--- config.mk ---
export PLATFORM = sky130hd
export DESIGN_NAME = hmng_ctrl
export DESIGN_NICKNAME = d
export VERILOG_FILES = /design/src/sv/assert_macros.svh /design/src/sv/hmng_pkg.sv /design/src/sv/hmng_ctrl.sv
export SDC_FILE = /design/constraint.sdc
export NUM_CORES = 1
export LEC_CHECK = 0
export BUFFER_PORTS_ARGS = -buffer_cell sky130_fd_sc_hd__buf_2
export CELL_PAD_IN_SITES_DETAIL_PLACEMENT = 2
export CELL_PAD_IN_SITES_GLOBAL_PLACEMENT = 2
export CORE_ASPECT_RATIO = 0.8
export CORE_MARGIN = 2
export CORE_UTILIZATION = 27
export DETAILED_ROUTE_END_ITERATION = 8
export GPL_TIMING_DRIVEN = 0
export PLACE_DENSITY = 0.86
export SYNTH_ARGS = -nofsm -noshare
export SYNTH_HDL_FRONTEND = slang
export SYNTH_SLANG_ARGS = --single-unit
export TNS_END_PERCENT = 30
--- constraint.sdc ---
create_clock -name clk -period 2.1 [get_ports clk]
set_input_delay 0.21 -clock clk [delete_from_list [all_inputs] [get_ports clk]]
set_output_delay 0.21 -clock clk [all_outputs]
set_load 0.05 [all_outputs]
--- src/sv/assert_macros.svh ---
// Assertion helpers: same-cycle and next-cycle implication on clk.
`ifndef ASSERT_MACROS_SVH
`define ASSERT_MACROS_SVH
`define ASSERT_NOW(lbl, a, c, msg) \
  lbl: assert property (@(posedge clk) disable iff (!rst_n) (a) |-> (c)) else $error(msg);
`define ASSERT_NEXT(lbl, a, c, msg) \
  lbl: assert property (@(posedge clk) disable iff (!rst_n) (a) |=> (c)) else $error(msg);
`endif

--- src/sv/hmng_pkg.sv ---
package hmng_pkg;

  localparam int InDataW  = 48;
  localparam int OutDataW = 120;
  localparam int CfgIdxW  = 3;
  localparam int DvdW     = 48;

  typedef enum logic [2:0] {
    REG_COLUMNS    = 3'd0,
    REG_ROWS       = 3'd1,
    REG_X_INTERVAL = 3'd2,
    REG_Y_INTERVAL = 3'd3
  } reg_idx_t;

  typedef enum logic [2:0] {
    RD_MID = 3'd0,
    RD_LX  = 3'd1,
    RD_HX  = 3'd2,
    RD_LY  = 3'd3,
    RD_HY  = 3'd4
  } rd_sel_t;

  typedef enum logic [2:0] {
    DIV_GX = 3'd0,
    DIV_GY = 3'd1,
    DIV_NX = 3'd2,
    DIV_NY = 3'd3,
    DIV_NZ = 3'd4
  } div_op_t;

  typedef struct packed {
    logic    load_in;
    logic    mem_we;
    logic    mem_re;
    rd_sel_t rd_sel;
    logic    delta_go;
    logic    div_go;
    div_op_t div_op;
    logic    mul_go;
    logic    mul_sel;
    logic    acc_init;
    logic    acc_add;
    logic    sqrt_go;
    logic    load_out;
  } cmd_t;

  typedef struct packed {
    logic oob;
    logic func;
    logic div_busy;
    logic sqrt_busy;
  } sts_t;

endpackage

--- src/sv/hmng_ctrl.sv ---
module hmng_ctrl (
  input  logic            clk,
  input  logic            rst_n,
  input  logic            in_valid,
  output logic            in_ready,
  output logic            out_valid,
  input  logic            out_ready,
  input  hmng_pkg::sts_t  sts,
  output hmng_pkg::cmd_t  cmd
);

  typedef enum logic [3:0] {
    S_IDLE, S_CHECK, S_READ, S_RWAIT, S_DELTA, S_DIVGO, S_DIVW,
    S_SQX, S_SQY, S_SUM, S_SQGO, S_SQW, S_FINISH
  } state_t;

  state_t             state_r;
  hmng_pkg::rd_sel_t  rd_sel_r;
  hmng_pkg::div_op_t  div_op_r;
  logic               out_valid_r;

  assign in_ready  = (state_r == S_IDLE);
  assign out_valid = out_valid_r;

  always_comb begin
    cmd          = '0;
    cmd.rd_sel   = rd_sel_r;
    cmd.div_op   = div_op_r;
    unique case (state_r)
      S_IDLE:   cmd.load_in  = in_valid;
      S_CHECK:  cmd.mem_we   = !sts.oob && !sts.func;
      S_READ:   cmd.mem_re   = 1'b1;
      S_RWAIT:  cmd.mem_re   = 1'b0;
      S_DELTA:  cmd.delta_go = 1'b1;
      S_DIVGO:  cmd.div_go   = 1'b1;
      S_DIVW:   cmd.div_go   = 1'b0;
      S_SQX:    cmd.mul_go   = 1'b1;
      S_SQY: begin
        cmd.mul_go   = 1'b1;
        cmd.mul_sel  = 1'b1;
        cmd.acc_init = 1'b1;
      end
      S_SUM:    cmd.acc_add  = 1'b1;
      S_SQGO:   cmd.sqrt_go  = 1'b1;
      S_SQW:    cmd.sqrt_go  = 1'b0;
      S_FINISH: cmd.load_out = !out_valid_r || out_ready;
      default:  cmd.load_in  = 1'b0;
    endcase
  end

  always_ff @(posedge clk) begin
    if (!rst_n) begin
      state_r     <= S_IDLE;
      rd_sel_r    <= hmng_pkg::RD_MID;
      div_op_r    <= hmng_pkg::DIV_GX;
      out_valid_r <= 1'b0;
    end else begin
      if (state_r == S_FINISH && (!out_valid_r || out_ready)) begin
        out_valid_r <= 1'b1;
      end else if (out_valid_r && out_ready) begin
        out_valid_r <= 1'b0;
      end
      unique case (state_r)
        S_IDLE: begin
          if (in_valid) begin
            rd_sel_r <= hmng_pkg::RD_MID;
            state_r  <= S_CHECK;
          end
        end
        S_CHECK: begin
          rd_sel_r <= hmng_pkg::RD_MID;
          state_r  <= (sts.oob || !sts.func) ? S_FINISH : S_READ;
        end
        S_READ: begin
          unique case (rd_sel_r)
            hmng_pkg::RD_MID: rd_sel_r <= hmng_pkg::RD_LX;
            hmng_pkg::RD_LX:  rd_sel_r <= hmng_pkg::RD_HX;
            hmng_pkg::RD_HX:  rd_sel_r <= hmng_pkg::RD_LY;
            hmng_pkg::RD_LY:  rd_sel_r <= hmng_pkg::RD_HY;
            default:          state_r  <= S_RWAIT;
          endcase
        end
        S_RWAIT: state_r <= S_DELTA;
        S_DELTA: begin
          div_op_r <= hmng_pkg::DIV_GX;
          state_r  <= S_DIVGO;
        end
        S_DIVGO: state_r <= S_DIVW;
        S_DIVW: begin
          if (!sts.div_busy) begin
            unique case (div_op_r)
              hmng_pkg::DIV_GX: begin
                div_op_r <= hmng_pkg::DIV_GY;
                state_r  <= S_DIVGO;
              end
              hmng_pkg::DIV_GY: state_r <= S_SQX;
              hmng_pkg::DIV_NX: begin
                div_op_r <= hmng_pkg::DIV_NY;
                state_r  <= S_DIVGO;
              end
              hmng_pkg::DIV_NY: begin
                div_op_r <= hmng_pkg::DIV_NZ;
                state_r  <= S_DIVGO;
              end
              default: state_r <= S_FINISH;
            endcase
          end
        end
        S_SQX:  state_r <= S_SQY;
        S_SQY:  state_r <= S_SUM;
        S_SUM:  state_r <= S_SQGO;
        S_SQGO: state_r <= S_SQW;
        S_SQW: begin
          if (!sts.sqrt_busy) begin
            div_op_r <= hmng_pkg::DIV_NX;
            state_r  <= S_DIVGO;
          end
        end
        S_FINISH: begin
          if (!out_valid_r || out_ready) state_r <= S_IDLE;
        end
        default: state_r <= S_IDLE;
      endcase
    end
  end

endmodule

After elaboration in Yosys (flattened, before gate mapping)
Index checks and enable logic that the tools add are counted.
Word-level totals
  register bits after elaboration: 11
  input port bits: 8
  output and inout bits: 19
Cells by class
  eq/ne operators: 25
  muxes and demuxes: 27
  reduce and logical (&&, ||, !) cells: 20
Operators with widths (count)
  4-bit one-hot mux with 13 select lines: 1
  3-bit one-hot mux with 3 select lines: 3
  4-bit two-way mux: 6
  4-bit equality test (second input constant): 5
  4-bit by 3-bit equality test with 1-bit output (second input constant): 4
  3-bit by 2-bit equality test with 1-bit output (second input constant): 4
  3-bit one-hot mux with 4 select lines: 1
  1-bit two-way mux: 11
  3-bit two-way mux: 3
  4-bit by 2-bit equality test with 1-bit output (second input constant): 2
  2-bit != test (second input constant): 4
  4-bit one-hot mux with 2 select lines: 1
  3-bit by 1-bit equality test with 1-bit output (second input constant): 2
  3-bit zero test: 2
  3-bit nonzero test: 2
  5-bit != test (second input constant): 1
  5-bit AND reduction: 1
  4-bit by 1-bit equality test with 1-bit output (second input constant): 1
  4-bit zero test: 1
  4-bit != test (second input constant): 1
  4-bit AND reduction: 1
  4-bit OR reduction: 1
  1-bit logical AND: 3
  1-bit zero test: 3
  7 further kinds: 8

Depth between registers and ports, before layout
Gate-level depths: netlist of run 1.
  depth in word-level cells: 5
  gate-level depth with buffers: 6

Least setup slack after synthesis of run 1
Ideal clock, no wire load.
  path type: reg-to-output
  from: register state_r[0]
  to: output cmd[16] (netlist name)
  arrival time: 2.795 ns
  required time: 1.890 ns
  slack: -0.905 ns
  stages on the path, launching flop included: 5
  path buffers: 2
  path through: dfxtp_1 -> buf_4 -> buf_2 -> nor4_1 -> and2_1
RTL lines
  start: declaration: RTL line hmng_ctrl.sv:17  | state_t state_r;
  start signal: assignment: RTL line hmng_ctrl.sv:72  | state_r <= (sts.oob || !sts.func) ? S_FINISH : S_READ;
  end: declaration: RTL line hmng_ctrl.sv:9  | output hmng_pkg::cmd_t cmd

==> results of run 1 <==
==> layout by cell type, fill, tap and decap left out, types with 2 or more instances in the layout <==
master    instances
buf_4             3
a32o_1            2
nor2_1            9
nor3b_1           2
or3b_1            2
nor4b_2           2
clkbuf_8          3
a21oi_1           4
nor4_1            2
and3_1            3
nor3_1            5
buf_2            27
mux2i_1           4
a31oi_1           2
nand2_1          14
nand2b_1          4
a22oi_1           2
dfxtp_1          11
clkbuf_1          3
inv_1             2
nor2b_1           3
o21ai_1           2
==> layout make-up <==
class	count	area share, %
Buffer	8	4.87
Clock buffer	4	4.28
Inverter	3	1.07
Multi-Input combinational cell	84	52.5
Sequential cell	11	20.9
Tap cell	38	4.51
Timing Repair Buffer	25	11.9
==> flip-flops by register name, summed over array words and instances, names as in the netlist <==
name and cells:
div_op_r 3, state_r 4, rd_sel_r 3, out_valid 1
==> kinds of logic after synthesis <==
kind of cell    count (synthesis)
compound gates                 22
simple gates                   58
mux                             4
buf+inv                        12
flops                          11
==> critical path: cells and delay by family (launching register included) <==
family        cells  cell delay, ns
buf+inv           3            0.70
flops             1            0.46
simple gates      2            0.36
==> power by group through the flow <==
stage               clock [mW]  combinational [mW]  sequential, mW
floorplan                    0               0.379           0.245
global placement             0               0.482           0.243
detailed placement           0               0.508           0.246
CTS                      0.222               0.511           0.241
global route             0.233               0.550           0.244
finish                   0.221               0.507           0.242
==> metal layers <==
metal | GRT usage, % | vias up
met3 | 2.98 | 8
met4 | 10.4 | 0
li1 | - | 446
met1 | 24.2 | 469
met5 | 0 | -
met2 | 35.9 | 37
==> path summary, 6_finish.rpt <==
path            endpoint  slack [ns]  depth (start not counted)
min reg2reg  rd_sel_r[2]        0.51                          2
max reg2reg  div_op_r[1]        0.36                          5
min           state_r[0]        0.29                          2
max               cmd[4]        0.14                          5
==> results.cfg, run 1 <==
[run_status]
outcome = completed

[placement]
gp_congestion = 0.781
dp_slack_ns = 0.256
dp_cells = 170
io_buffers = 25
hpwl_um = 2390
placed_area_um2 = 1010

[global_route]
antenna_found_initial = 0
grt_first_pass_wirelength_um = 5170
grt-ovfl-total = 0
grt.total_usage_pct = 20.4
grt_pass1_vias = 1014
grt_max_degree = 20

[cts]
cts_max_path_buffers = 2
postCtsSetupBuffers = 0
cts.sinks = 11
cts-buffers-inserted = 3
clk_pin_slew_worst_paths_ns = 0.05
htree_levels = 1
holdBufCountCts = 0
cts.repair.resized = 0
insertion_delay_ns = 0.24
cts_root_buf = clkbuf_8
cts_tree = built

[hold_path]
hold_path.class = input pin to flip-flop
worstHoldStart = sts[0]

[critical_path]
critPathLaunchType = flip-flop
r2r_start = state_r[3]
crit_start = state_r[3]
cp_data_arrival_time_ns = 1.75
cp_common_cell = buf_2
critical_path_required_ns = 1.89
critPathMaxFanout = 10
setup.worst_path.class = flip-flop to primary output
crit_path_top_delay_cell = dfxtp_1
end_kind = primary output
cp_slowest_stage_delay_ns = 0.46
crit_chain = buf_2 > nand2b_1 > nor3_2 > buf_4 > buf_2

[final_layout]
fillers = 340
finalInstanceArea_um2 = 1050
nets = 144
final_layout_size_suffix_gt1_share_pct = 30.4
final_cells = 173
register_area_um2 = 220
multi_input_area_um2 = 553
area_delta_synth_final_pct = 28.2
num_antenna_cells = 0
post-route-util_pct = 37.2

[synthesis]
yosysWarnings = 0
synthAdderAreaFrac_pct = 0
synth-seq-area-share_pct = 26.8
synth-xor-area-share_pct = 0
synth_simple_gate_area_share_pct = 40.9
synth_common_cells = 14 x nand2_1, 11 x dfxtp_1, 9 x nor2_1, 6 x nor3_1
yosysTopAreaCellShare_pct = 26.8
syn_area_per_cell_um2 = 7.68
synth_area_leaders = dfxtp_1 27%, nand2_1 6.4%, mux2i_1 4.9%
synthesis.instances = 107
yosysUniqueCellTypes = 44
muxShareOfSynthArea_pct = 4.87
synth_area_um2 = 822
synth_compound_area_share_pct = 19.3
syn_nets = 115
synth_seq_cells = 11
synthFlopType = dfxtp_1
synth-edff-count = 0
synth_top_family_by_area = simple AND/OR/NAND/NOR gates
yosysTopAreaCell = dfxtp_1
async_flop_share_pct = 0
synth_most_common_cell = nand2_1

[power_and_ir_drop]
powerDensity_nw_per_um2 = 921
intPower_mw = 0.511
power_frac_clock_pct = 22.8
leakagePower_nw = 0.472
p_sw_mw = 0.459
swShare_pct = 47.3
power_mw = 0.970
vdd_drop_max_v = 0.000302
p_seq_share_pct = 25.0
p_comb_share_pct = 52.2

[die]
row_count = 17
ioPinCount = 27
core-area_um2 = 2830
die_area_um2 = 3500
floorplan.initialDensity_pct = 29.1
die_h_um = 53.4
die_w_um = 65.7

[drt]
wl_met2_um = 1520
wl_met3_um = 142
dr.pass1.iters = 4
wl_per_cell_um = 18.5
via_per_inst = 5.55
drcViolationCount = 0
drtIter0Drc = 36
vias = 960
postRouteAntennaNets = 0
totalWireLength_um = 3200
wl_met1_um = 1450
highest_layer = met4

[sta]
fmax_ghz = 0.510
finalCritPeriodShare_pct = 93.3
min_period_ns = 1.96
hold_violations = 0
fin_skew_ns = 0.000680
maxSlewViolCount = 0
finalSetupViolations = 0
whs_ns = 0.286
tightest_slew_ns = 0.470
slew_headroom_pct = 68.6
rsz0062_at_grt = no
finalWorstSetupSlack_ns = 0.140
final.setup.tns_ns = 0

[flow_run]
cap_viol_max_count = 0
No activity file was read; power rests on OpenSTA's default activity.
==> run 2: changes to the inputs <==
Settings changed: SETUP_SLACK_MARGIN from default to 0.3.
==> results.cfg, run 2 (synthesis gave the netlist of run 1 again) <==
[critical_path]
rr_worst_depth = 4
end_kind = primary output
setup.worst_path.class = flip-flop to primary output
cp-endpoint = cmd[5]
worstReg2RegEnd = state_r[1]
critical_path_required_ns = 1.89
rrSetupSlack_ns = 0.39
cp_common_cell = buf_4
r2r_start = state_r[3]
cp_slowest_stage_delay_ns = 0.35
critPathLaunchType = flip-flop
crit_path_top_delay_cell = dfxtp_1
crit_start = state_r[1]
critPathMaxFanout = 10
cp_data_arrival_time_ns = 1.60
crit_chain = buf_4 > clkbuf_4 > nand2b_4 > nor3_4 > a21o_1 > buf_4

[cts]
holdBufCountCts = 0
cts_tree = built
cts-buffers-inserted = 3
cts_max_path_buffers = 2
htree_levels = 1
cts_root_buf = clkbuf_8
cts.sinks = 11
insertion_delay_ns = 0.24
clk_pin_slew_worst_paths_ns = 0.06

[sta]
rsz0062_at_grt = yes
min_period_ns = 1.81
fin_skew_ns = 0.00148
maxSlewViolCount = 0
fmax_ghz = 0.552
hold_violations = 0
finalCritPeriodShare_pct = 86.2
finalSetupViolations = 0
slew_headroom_pct = 61.4
finalWorstSetupSlack_ns = 0.290
whs_ns = 0.277
tightest_slew_ns = 0.574

[drt]
totalWireLength_um = 3210
dr.pass1.iters = 4
drcViolationCount = 0
vias = 951
postRouteAntennaNets = 0
drtIter0Drc = 37
via_per_inst = 5.47
wl_per_cell_um = 18.4

[global_route]
grt-ovfl-total = 0
grt_pass1_vias = 998
grt_max_degree = 11
grt.total_usage_pct = 20.1
grt_first_pass_wirelength_um = 5130
antenna_found_initial = 0

[die]
die_h_um = 53.4
die_w_um = 65.7
core-area_um2 = 2830
floorplan.initialDensity_pct = 29.1
die_area_um2 = 3500
row_count = 17
ioPinCount = 27

[final_layout]
nets = 145
mostFrequentLayoutCells = 22 x buf_2, 14 x nand2_1, 11 x dfxtp_1
num_antenna_cells = 0
final_layout_size_suffix_gt1_share_pct = 32.4
finalInstanceArea_um2 = 1100
mostFrequentLayoutCell = buf_2
area_delta_synth_final_pct = 34.2
top_regs = state_r (4), div_op_r (3), rd_sel_r (3)
largest_reg_flops = 4
largest-register = state_r

[power_and_ir_drop]
vdd_drop_max_v = 0.000465
leakagePower_nw = 0.485
power_mw = 1.02
powerDensity_nw_per_um2 = 924

[placement]
placed_area_um2 = 1010
io_buffers = 25
gp_congestion = 0.825
hpwl_um = 2290
dp_slack_ns = 0.220

[flow_run]
cap_viol_max_count = 0

[hold_path]
worstHoldStart = sts[0]
hold_path.class = input pin to flip-flop

[run_status]
outcome = completed
## run 2: how the worst min path moves through the flow
stage | endpoint | cells past startpoint | slack, ns
after floorplan | state_r[0] | 1 | 0.36
after global placement | div_op_r[0] | 2 | 0.48
after detailed placement | div_op_r[0] | 2 | 0.51
after CTS | state_r[0] | 2 | 0.28
after global routing | state_r[0] | 2 | 0.28
final | state_r[0] | 2 | 0.28
## run 2: per-stage QoR
step,cells,setup TNS (ns),utilization [%]
final,174,0,39.0
after global routing,174,0,39.0
after CTS,174,0,38.6
after detailed placement,170,0,35.8
after global placement,170,0,35.8
after floorplan,107,-0.911,-
## run 2: repair_timing
item,in CTS,in global routing
setup buffers,0,0
resized for setup,11,3
setup endpoints to repair,10,9
## run 2: where the power goes
part           internal, mW  switching, mW  total, mW
registers             0.226         0.0172      0.243
clock network         0.134         0.0897      0.224
logic                 0.185          0.369      0.553
total                 0.544          0.476       1.02
## run 2: area by class of cell
| cell class | instances | area [µm²] |
|---|---|---|
| Sequential cell | 11 | 220 |
| Fill cell | 331 | 1730 |
| Timing Repair Buffer | 25 | 139 |
| Buffer | 9 | 65.1 |
| Inverter | 3 | 11.3 |
| Multi-Input combinational cell | 84 | 576 |
| Clock buffer | 4 | 45.0 |
| Tap cell | 38 | 47.5 |
## run 2: critical path: cells and delay by family (launching register included)
family / cells / cell delay, ns
compound gates: 1 / 0.16
simple gates: 2 / 0.23
flops: 1 / 0.35
buf+inv: 3 / 0.61
## run 2: per-layer routing
metal | global-route usage (%) | routed length (µm)
met5 | 0 | 0
met4 | 6.25 | 22
met3 | 2.55 | 119
met2 | 35.0 | 1520
met1 | 25.9 | 1550
